[src/sv/sps_pkg.sv]
// ----------------------------------------------------------------------------
// sps_pkg
// Types, codes and the dance move table of the stepper pulse sequencer.
// ----------------------------------------------------------------------------
package sps_pkg;

  localparam int MOVE_COUNT_DEF   = 20;
  localparam int TICKS_PER_MS_DEF = 1000;
  localparam int SETTLE_TICKS_DEF = 5;

  localparam int TimeW = 20;
  localparam int DelayW = 12;

  localparam logic [11:0] START_DELAY_RST    = 12'd2000;
  localparam logic [11:0] DEFAULT_TARGET_RST = 12'd700;
  localparam logic [7:0]  RAMP_STEP_RST      = 8'd4;
  localparam logic [11:0] MIN_TARGET_RST     = 12'd150;

  // input command codes
  localparam logic [1:0] FUNC_TICK   = 2'd0;
  localparam logic [1:0] FUNC_SET    = 2'd1;
  localparam logic [1:0] FUNC_FASTER = 2'd2;

  // configuration register indexes
  localparam logic [1:0] CFG_START_DELAY    = 2'd0;
  localparam logic [1:0] CFG_DEFAULT_TARGET = 2'd1;
  localparam logic [1:0] CFG_RAMP_STEP      = 2'd2;
  localparam logic [1:0] CFG_MIN_TARGET     = 2'd3;

  typedef enum logic [1:0] {
    MODE_STILL   = 2'd0,
    MODE_ROUTINE = 2'd1,
    MODE_RAMP    = 2'd2
  } mode_e;

  typedef enum logic [1:0] {
    PH_SETTLE = 2'd0,
    PH_HIGH   = 2'd1,
    PH_LOW    = 2'd2,
    PH_PAUSE  = 2'd3
  } phase_e;

  typedef struct packed {
    logic [1:0] func;
    logic [1:0] new_mode;
  } in_item_t;

  typedef struct packed {
    logic        step_level;
    logic        dir_level;
    logic [1:0]  mode_now;
    logic [11:0] target_now;
    logic        refused;
  } out_item_t;

  typedef struct packed {
    logic        ccw;
    logic [8:0]  steps;
    logic [11:0] half;
    logic [9:0]  pause_ms;
  } move_t;

  // Dance routine; entries past the given twenty are empty moves.
  function automatic move_t move_rom_f(input logic [4:0] idx);
    move_t m;
    m = '0;
    case (idx)
      5'd0:  m = '{1'b0, 9'd40,  12'd600,  10'd60};
      5'd1:  m = '{1'b1, 9'd40,  12'd600,  10'd60};
      5'd2:  m = '{1'b0, 9'd40,  12'd600,  10'd60};
      5'd3:  m = '{1'b1, 9'd40,  12'd600,  10'd120};
      5'd4:  m = '{1'b0, 9'd100, 12'd400,  10'd200};
      5'd5:  m = '{1'b1, 9'd50,  12'd1400, 10'd250};
      5'd6:  m = '{1'b0, 9'd12,  12'd700,  10'd40};
      5'd7:  m = '{1'b1, 9'd12,  12'd700,  10'd40};
      5'd8:  m = '{1'b0, 9'd12,  12'd700,  10'd40};
      5'd9:  m = '{1'b1, 9'd12,  12'd700,  10'd40};
      5'd10: m = '{1'b0, 9'd12,  12'd700,  10'd40};
      5'd11: m = '{1'b1, 9'd12,  12'd700,  10'd200};
      5'd12: m = '{1'b0, 9'd8,   12'd500,  10'd25};
      5'd13: m = '{1'b1, 9'd8,   12'd500,  10'd25};
      5'd14: m = '{1'b0, 9'd8,   12'd500,  10'd25};
      5'd15: m = '{1'b1, 9'd8,   12'd500,  10'd25};
      5'd16: m = '{1'b0, 9'd8,   12'd500,  10'd25};
      5'd17: m = '{1'b1, 9'd8,   12'd500,  10'd250};
      5'd18: m = '{1'b0, 9'd300, 12'd450,  10'd300};
      5'd19: m = '{1'b1, 9'd300, 12'd450,  10'd600};
      default: m = '0;
    endcase
    return m;
  endfunction

endpackage

[src/sv/stepper_pulse_sequencer_with_ramp.sv]
// ----------------------------------------------------------------------------
// stepper_pulse_sequencer_with_ramp
// Step/direction generator with a fixed dance routine and a speed ramp.
// ----------------------------------------------------------------------------
// Usage:
//   in channel  : one beat is a microsecond tick, a set-mode command or a
//                 faster command (in_valid_i / in_ready_o / in_data_i).
//   out channel : exactly one beat per input beat, holding the step and
//                 direction levels, mode, smooth target and refused flag
//                 after that input (out_valid_o / out_ready_i / out_data_o).
//   cfg port    : user writes it only while the block is idle; not enforced.
// The beat is applied to the drive state and the result lands in the output
// register at the same edge. Throughput is one beat per cycle while the
// receiver is ready, set by that single register stage; the input is taken
// whenever the output register is empty or being drained at the same edge.
// Reset puts the block in idle mode with pins low and the config registers
// at their defaults. While the receiver stalls, the result holds and the
// input is not taken, so no microsecond tick is lost; time stands still.
// ----------------------------------------------------------------------------
module stepper_pulse_sequencer_with_ramp
  import sps_pkg::*;
#(
  parameter int MOVE_COUNT   = MOVE_COUNT_DEF,
  parameter int TICKS_PER_MS = TICKS_PER_MS_DEF,
  parameter int SETTLE_TICKS = SETTLE_TICKS_DEF
) (
  input  logic       clk_i,
  input  logic       rst_ni,
  input  logic       in_valid_i,
  output logic       in_ready_o,
  input  in_item_t   in_data_i,
  output logic       out_valid_o,
  input  logic       out_ready_i,
  output out_item_t  out_data_o,
  input  logic       cfg_we_i,
  input  logic [1:0] cfg_idx_i,
  input  logic [11:0] cfg_wdata_i
);

  localparam logic [5:0] MoveCnt = 6'(MOVE_COUNT);
  localparam logic [TimeW-1:0] SettleLoad = TimeW'(SETTLE_TICKS);
  localparam move_t FirstMove = move_rom_f(5'd0);

  logic [11:0] start_delay_q, default_target_q, min_target_q;
  logic [7:0]  ramp_step_q;

  mode_e             mode_q, mode_d;
  phase_e            phase_q, phase_d;
  logic [11:0]       target_q, target_d;
  logic [11:0]       ramp_q, ramp_d;
  logic              active_q, active_d;
  logic [TimeW-1:0]  time_q, time_d;
  logic [4:0]        idx_q, idx_d;
  logic [8:0]        steps_q, steps_d;
  logic              step_q, step_d;
  logic              dir_q, dir_d;
  logic [11:0]       half_q, half_d;
  logic              smooth_q, smooth_d;

  logic       out_valid_q;
  out_item_t  out_data_q;
  logic       in_fire;
  logic       refused;

  move_t             cur_move, next_move;
  logic [4:0]        idx_next;
  logic [5:0]        idx_inc;
  logic [TimeW-1:0]  pause_cur, pause_next;

  assign in_ready_o = !out_valid_q || out_ready_i;
  assign in_fire    = in_valid_i && in_ready_o;

  assign idx_inc   = {1'b0, idx_q} + 6'd1;
  assign idx_next  = (idx_inc >= MoveCnt) ? 5'd0 : idx_inc[4:0];
  assign cur_move  = move_rom_f(idx_q);
  assign next_move = move_rom_f(idx_next);
  assign pause_cur  = TimeW'(32'(cur_move.pause_ms) * 32'(TICKS_PER_MS));
  assign pause_next = TimeW'(32'(next_move.pause_ms) * 32'(TICKS_PER_MS));

  // configuration registers
  always_ff @(posedge clk_i or negedge rst_ni) begin
    if (!rst_ni) begin
      start_delay_q    <= START_DELAY_RST;
      default_target_q <= DEFAULT_TARGET_RST;
      ramp_step_q      <= RAMP_STEP_RST;
      min_target_q     <= MIN_TARGET_RST;
    end else if (cfg_we_i) begin
      case (cfg_idx_i)
        CFG_START_DELAY:    start_delay_q    <= cfg_wdata_i;
        CFG_DEFAULT_TARGET: default_target_q <= cfg_wdata_i;
        CFG_RAMP_STEP:      ramp_step_q      <= cfg_wdata_i[7:0];
        CFG_MIN_TARGET:     min_target_q     <= cfg_wdata_i;
        default: ;
      endcase
    end
  end

  always_comb begin
    logic [TimeW-1:0] tc_dec;
    logic [11:0]      hp;
    logic [11:0]      diff;
    logic [11:0]      halved;
    logic [8:0]       steps_dec;

    mode_d   = mode_q;
    phase_d  = phase_q;
    target_d = target_q;
    ramp_d   = ramp_q;
    active_d = active_q;
    time_d   = time_q;
    idx_d    = idx_q;
    steps_d  = steps_q;
    step_d   = step_q;
    dir_d    = dir_q;
    half_d   = half_q;
    smooth_d = smooth_q;
    refused  = 1'b0;

    tc_dec    = (time_q != '0) ? time_q - TimeW'(1) : '0;
    hp        = '0;
    diff      = ramp_q - target_q;
    halved    = {1'b0, target_q[11:1]};
    steps_dec = (steps_q != '0) ? steps_q - 9'd1 : '0;

    if (in_fire) begin
      case (in_data_i.func)
        FUNC_TICK: begin
          if (phase_q == PH_HIGH || phase_q == PH_LOW) begin
            time_d = tc_dec;
            if (tc_dec == '0) begin
              if (phase_q == PH_HIGH) begin
                step_d  = 1'b0;
                phase_d = PH_LOW;
                time_d  = TimeW'(half_q);
              end else if (smooth_q) begin
                // end of a smooth step: ramp toward the target
                if (ramp_q > target_q) begin
                  if (diff < {4'd0, ramp_step_q}) ramp_d = target_q;
                  else ramp_d = ramp_q - {4'd0, ramp_step_q};
                end
                phase_d = PH_SETTLE;
                time_d  = '0;
              end else begin
                steps_d = steps_dec;
                if (steps_dec == '0) begin
                  phase_d = PH_PAUSE;
                  time_d  = pause_cur;
                end else begin
                  phase_d = PH_SETTLE;
                  time_d  = '0;
                end
              end
            end
          end else if (mode_q == MODE_STILL) begin
            active_d = 1'b0;
            step_d   = 1'b0;
            phase_d  = PH_SETTLE;
            time_d   = '0;
          end else if (!active_q) begin
            active_d = 1'b1;
            step_d   = 1'b0;
            idx_d    = 5'd0;
            phase_d  = PH_SETTLE;
            time_d   = SettleLoad;
            if (mode_q == MODE_ROUTINE) begin
              dir_d   = FirstMove.ccw;
              steps_d = FirstMove.steps;
            end else begin
              dir_d   = 1'b0;
              ramp_d  = start_delay_q;
              steps_d = '0;
            end
          end else if (time_q != '0) begin
            time_d = tc_dec;
          end else if (phase_q == PH_PAUSE && mode_q == MODE_ROUTINE) begin
            idx_d   = idx_next;
            dir_d   = next_move.ccw;
            steps_d = next_move.steps;
            phase_d = PH_SETTLE;
            time_d  = SettleLoad;
          end else if (mode_q == MODE_ROUTINE && steps_q == '0) begin
            // empty move goes straight to its pause
            phase_d = PH_PAUSE;
            time_d  = pause_cur;
          end else begin
            if (mode_q == MODE_ROUTINE) begin
              hp       = cur_move.half;
              smooth_d = 1'b0;
            end else begin
              hp       = ramp_q;
              smooth_d = 1'b1;
            end
            if (hp == '0) hp = 12'd1;
            half_d  = hp;
            step_d  = 1'b1;
            phase_d = PH_HIGH;
            time_d  = TimeW'(hp);
          end
        end
        FUNC_SET: begin
          if (in_data_i.new_mode <= MODE_RAMP) begin
            mode_d   = mode_e'(in_data_i.new_mode);
            active_d = 1'b0;
            if (in_data_i.new_mode == MODE_RAMP) target_d = default_target_q;
          end
        end
        FUNC_FASTER: begin
          if (mode_q != MODE_RAMP) refused = 1'b1;
          else target_d = (halved < min_target_q) ? min_target_q : halved;
        end
        default: ;
      endcase
    end
  end

  always_ff @(posedge clk_i or negedge rst_ni) begin
    if (!rst_ni) begin
      mode_q      <= MODE_STILL;
      phase_q     <= PH_SETTLE;
      target_q    <= DEFAULT_TARGET_RST;
      ramp_q      <= START_DELAY_RST;
      active_q    <= 1'b0;
      time_q      <= '0;
      idx_q       <= '0;
      steps_q     <= '0;
      step_q      <= 1'b0;
      dir_q       <= 1'b0;
      half_q      <= 12'd1;
      smooth_q    <= 1'b0;
      out_valid_q <= 1'b0;
    end else begin
      mode_q   <= mode_d;
      phase_q  <= phase_d;
      target_q <= target_d;
      ramp_q   <= ramp_d;
      active_q <= active_d;
      time_q   <= time_d;
      idx_q    <= idx_d;
      steps_q  <= steps_d;
      step_q   <= step_d;
      dir_q    <= dir_d;
      half_q   <= half_d;
      smooth_q <= smooth_d;
      if (in_fire) out_valid_q <= 1'b1;
      else if (out_ready_i) out_valid_q <= 1'b0;
    end
  end

  always_ff @(posedge clk_i) begin
    if (in_fire) begin
      out_data_q.step_level <= step_d;
      out_data_q.dir_level  <= dir_d;
      out_data_q.mode_now   <= mode_d;
      out_data_q.target_now <= target_d;
      out_data_q.refused    <= refused;
    end
  end

  assign out_valid_o = out_valid_q;
  assign out_data_o  = out_data_q;

`ifndef SYNTHESIS
  a_refused_not_smooth: assert property (@(posedge clk_i) disable iff (!rst_ni)
    out_valid_o && out_data_o.refused |-> out_data_o.mode_now != MODE_RAMP)
    else $error("refused beat reported in smooth mode");

  a_step_high_phase: assert property (@(posedge clk_i) disable iff (!rst_ni)
    step_q |-> phase_q == PH_HIGH)
    else $error("step pin high outside the high phase");

  a_accept_gives_result: assert property (@(posedge clk_i) disable iff (!rst_ni)
    in_valid_i && in_ready_o |=> out_valid_o)
    else $error("accepted beat produced no result");
`endif

endmodule

[config.mk]
export PLATFORM = sky130hd
export DESIGN_NAME = stepper_pulse_sequencer_with_ramp
export DESIGN_NICKNAME = d
export VERILOG_FILES = /design/src/sv/sps_pkg.sv /design/src/sv/stepper_pulse_sequencer_with_ramp.sv
export SDC_FILE = /design/constraint.sdc
export NUM_CORES = 1
export LEC_CHECK = 0
export ABC_AREA = 1
export BUFFER_PORTS_ARGS = -buffer_cell sky130_fd_sc_hd__buf_2
export CAP_MARGIN = 20
export CORE_AREA = 2 2 129 144
export DETAILED_ROUTE_END_ITERATION = 7
export DIE_AREA = 0 0 131 146
export GPL_TIMING_DRIVEN = 0
export PLACE_DENSITY = 0.86
export RECOVER_POWER = 50
export SYNTH_ARGS = -nofsm -noshare
export SYNTH_HDL_FRONTEND = slang
export SYNTH_SLANG_ARGS = --single-unit
[constraint.sdc]
create_clock -name clk_i -period 16.1 [get_ports clk_i]
set_input_delay 3.22 -clock clk_i [delete_from_list [all_inputs] [get_ports clk_i]]
set_output_delay 3.22 -clock clk_i [all_outputs]
set_load 0.03 [all_outputs]
# After elaboration in Yosys (flattened, before gate mapping)
# Memory sizes are Yosys's and may differ from the RTL's.
# Index checks and enable logic that the tools add are counted.
dict set report word_totals {
  regBits 140
  n_memories 2
  rom_bits 1792
  input_bits 23
}
dict set report op_classes {
  n_mul 1
  bitwise_logic 5
  mux 88
  n_reduce_logical 28
  order_cmp 5
  n_eq_ne 26
  n_addsub 5
}
# name depth word_bits read_ports rd_clocked_by_memory_dff wr line_no
set memory_table {}
lappend memory_table {{(name not given)} 32 28 1 0 0 sps_pkg.sv:67} ;# case (idx)
lappend memory_table {{(name not given)} 32 28 1 0 0 sps_pkg.sv:67}
# operator n
set op_table {}
lappend op_table {{$mux W12} 24}
lappend op_table {{$mux W20} 11}
lappend op_table {{$mux W9} 9}
lappend op_table {{$mux W2} 13}
lappend op_table {{$mux W1} 24}
lappend op_table {{$pmux W12 S2} 1}
lappend op_table {{$logic_not A20 Y1} 1}
lappend op_table {{$mux W5} 4}
lappend op_table {{$reduce_bool A20 Y1} 1}
lappend op_table {{$sub A20 B1 Y20 const B} 1}
lappend op_table {{$logic_not A9 Y1} 2}
lappend op_table {{$ne A2 B2 Y1 const B} 9}
lappend op_table {{$mul A10 B7 Y17 const B} 1}
lappend op_table {{$reduce_and A8 Y1} 2}
lappend op_table {{$eq A2 B2 Y1 const B} 6}
lappend op_table {{$gt A12 B12 Y1} 1}
lappend op_table {{$logic_not A12 Y1} 1}
lappend op_table {{$lt A11 B12 Y1} 1}
lappend op_table {{$lt A12 B8 Y1} 1}
lappend op_table {{$sub A12 B12 Y12} 1}
lappend op_table {{$sub A12 B8 Y12} 1}
lappend op_table {{$reduce_and A2 Y1} 5}
lappend op_table {{$reduce_and A9 Y1} 1}
lappend op_table {{$reduce_bool A9 Y1} 1}
lappend op_table {{other kinds (19)} 36}

# Depth between registers and ports, before layout
dict set report depth {
  ltp_word 18
  mapped_depth 29
  ltp_nobuf 28
}

# Least setup slack after synthesis
# OpenSTA, ideal clock, no wires.
dict set report synth_timing {
  kind {input port to output port}
  from {input port out_ready_i}
  to {output port in_ready_o}
  setup_slack_ns 9.402
  required_ns 12.880
  path_stages 2
  arrival_ns 3.478
  path_cell_list {inv_1 > nand2_1}
}
dict set report synth_between {
  elab_chain_cells 1
}
# element line_no
set synth_rtl {}
lappend synth_rtl {{start: declaration} stepper_pulse_sequencer_with_ramp.sv:33} ;# input logic out_ready_i,
lappend synth_rtl {{$logic_or A1 B1 Y1} stepper_pulse_sequencer_with_ramp.sv:70} ;# assign in_ready_o = !out_valid_q || out_ready_i;
lappend synth_rtl {{end: declaration} stepper_pulse_sequencer_with_ramp.sv:30} ;# output logic in_ready_o,
# Every way passes these cells.

==> results.yml <==
grt:
  grt_max_degree: 76
  gr-total-overflow: 0
  antenna_found_initial: 0
  grt.total_usage: 0.375
  grt_pass1_vias: 11592
  grt_pass1_wl_mm: 56.0
status:
  failed_checks: "design-rule violations, max-capacitance violations, max-slew violations"
  status: "finished with violations"
sta:
  slew-limit-headroom: -1.52
  tightest_slew_ns: 3.79
  worst_slack_ns: 7.65
  rsz0062_at_grt: "false"
  fin_crit_sh: 0.525
  maxSlewViolCount: 126
  setup_viol_count_final: 0
  final.setup.tns_ns: 0
  skew_ns: 0.0153
  maxClockFrequency_mhz: 118
  finalCriticalPeriod_ns: 8.45
  finalHoldViolations: 0
yosys:
  yosys_most_used_dff: "dfrtp_1"
  synth_async_sr_flop_share: 0.879
  syn_nets: 1865
  syn_inst: 1716
  syn_avg_cell_area_um2: 6.99
  ys_warn_count: 0
  synth_edf_count: 17
  syn_area_um2: 12000
  ys_seq_area_frac: 0.302
  yosysUniqueCellTypes: 47
  ys_ff_latch: 140
floorplanning:
  die_y_um: 146
  die_x_um: 131
  die-area_um2: 19100
  io_pins: 42
  core_um2: 17500
  row_count: 51
  start_util: 0.683
clock_network:
  cts_tree: "yes"
  cts_buffers: 17
  root_buffer: "clkbuf_16"
  hold_buffers: 0
  clock-sinks: 140
  path_clk_slew_ns: 0.07
  clock_latency_ns: 0.44
  cts_resized: 0
  htree_levels: 4
  max-clock-path-buffers: 2
  cts_setup_buffers: 0
routing:
  drt_iter0_markers: 1198
  detailedRoute.firstPassIterationCount: 8
  totalWireLength_mm: 34.6
  wl_per_cell_um: 17.1
  route.detailed.drc: 6
  ant_nets: 0
  vias: 12021
  routed_via_density: 5.92
critical_path:
  max_stage_delay_ns: 2.77
  reg2reg_slack_ns: 9.93
  rr_worst_depth: 25
  end_kind: "asynchronous set/reset pin"
  cp_common_cell: "clkbuf_1"
  crit_type: "in2async"
  reg2reg_from: "idx_q[4]$_DFFE_PN0P_"
  critPathMaxFanout: 75
  crit_required_ns: 15.78
  critical_path_buf_inv_count: 2
  crit_path_cell_trace: "clkbuf_1 > clkbuf_1"
  rr_endpoint: "time_q[10]$_DFFE_PN0P_"
  endpoint: "default_target_q[0]$_DFFE_PN0P_"
  crit_arrival_ns: 8.13
  startpoint_type: "input pin"
  cp_slowest_cell: "clkbuf_1"
  path_depth: 2
  cp_top_family: "buffers and inverters"
  critPathLaunch: "rst_ni"
layout:
  final_common_cell: "nand2_1"
  antenna_cells: 0
  final_area_um2: 13100
  final_util: 0.746
  nNetsFinal: 1927
  drive_gt1_frac: 0.0787
  fill_cells: 1439
  most-common-layout-cells: "nand2_1 (513), inv_1 (249), o21ai_0 (149), nor2_1 (120), nand3_1 (109)"
  area_delta_synth_final_pct: 9.20
placement:
  hpwl_mm: 26.4
  place_area_um2: 12500
  place.gp.congestion: 0.975
  port_buffers: 41
  pre_cts_ws_ns: 9.28
min_path:
  min_path_type: "reg2reg"
run:
  cap_violations: 2
==> per-stage QoR <==
| stage | std cells | hold WS, ns |
|---|---|---|
| after CTS | 2029 | 0.491 |
| after detailed placement | 1997 | 0.474 |
| after global routing | 2029 | 0.514 |
| final | 2029 | 0.489 |
| after floorplan | 1716 | 0.448 |
| after global placement | 1995 | 0.467 |
==> worst min-delay path by stage <==
stage | startpoint | to | cells past startpoint
floorplan | default_target_q[0]$_DFFE_PN0P_ | default_target_q[0]$_DFFE_PN0P_ | 2
global placement | start_delay_q[3]$_DFFE_PN0P_ | start_delay_q[3]$_DFFE_PN0P_ | 2
detailed placement | start_delay_q[1]$_DFFE_PN0P_ | start_delay_q[1]$_DFFE_PN0P_ | 2
CTS | start_delay_q[1]$_DFFE_PN0P_ | start_delay_q[1]$_DFFE_PN0P_ | 2
global route | half_q[5]$_DFFE_PN0P_ | half_q[5]$_DFFE_PN0P_ | 2
finish | start_delay_q[1]$_DFFE_PN0P_ | start_delay_q[1]$_DFFE_PN0P_ | 2
==> per-layer routing <==
metal	vias up	track usage	routed length (um)
met5	-	0	0
met2	580	0.618	17000
li1	5704	-	-
met4	0	0.240	2160
met1	5583	0.441	13100
met3	154	0.0721	2430
==> registers in the layout (all words and copies together) (netlist names), 5 cells and up <==
name              count
steps_q               9
time_q               20
half_q               12
default_target_q     12
start_delay_q        12
out_data_o           17
min_target_q         12
target_q             12
ramp_q               12
idx_q                 5
ramp_step_q           8
==> synthesized netlist by cell type, types with 4 or more instances <==
master	n	area, um^2
nand2_1	513	1930
inv_1	249	935
o21ai_0	149	746
nor2_1	120	450
nand3_1	109	546
ha_1	95	1190
dfrtp_1	93	2330
a21oi_1	82	410
clkbuf_1	38	143
nand4_1	37	231
fa_1	31	621
dfstp_2	30	788
nor3_1	19	95.1
edfxtp_1	17	510
xor2_1	17	149
xnor2_1	15	131
nand3b_1	9	67.6
nor2_2	9	56.3
a22oi_1	6	45.0
o211ai_1	6	45.0
a31oi_1	5	31.3
mux2_2	5	56.3
o21ai_2	5	43.8
a21o_1	4	30.0
buf_2	4	20.0
nor2_4	4	45.0
nor4_1	4	25.0
o22ai_1	4	25.0
==> area by class of cell <==
| class | count | area (um^2) | area share |
|---|---|---|---|
| clock buffer | 17 | 425 | 0.0325 |
| tap | 238 | 298 | 0.0227 |
| buffer | 46 | 200 | 0.0153 |
| timing repair buffer | 43 | 211 | 0.0161 |
| sequential | 140 | 3630 | 0.277 |
| multi-input combinational | 1278 | 7220 | 0.551 |
| inverter | 252 | 946 | 0.0722 |
| clock inverter | 15 | 169 | 0.0129 |
==> kinds of logic (layout without fill, tap and decap cells) <==
kind of cell    Yosys count  in the layout  share of synthesized area
flops                   140            140                      0.302
xor+xnor                 32             32                     0.0234
compound gates          279            279                      0.126
simple gates            835            835                      0.296
fa+ha+maj               126            126                      0.151
buf+inv                 298            373                     0.0956
mux                       6              6                    0.00553
Power is not shown: default switching activity piles up to over one toggle a cycle in this logic, so the estimate is an artifact.
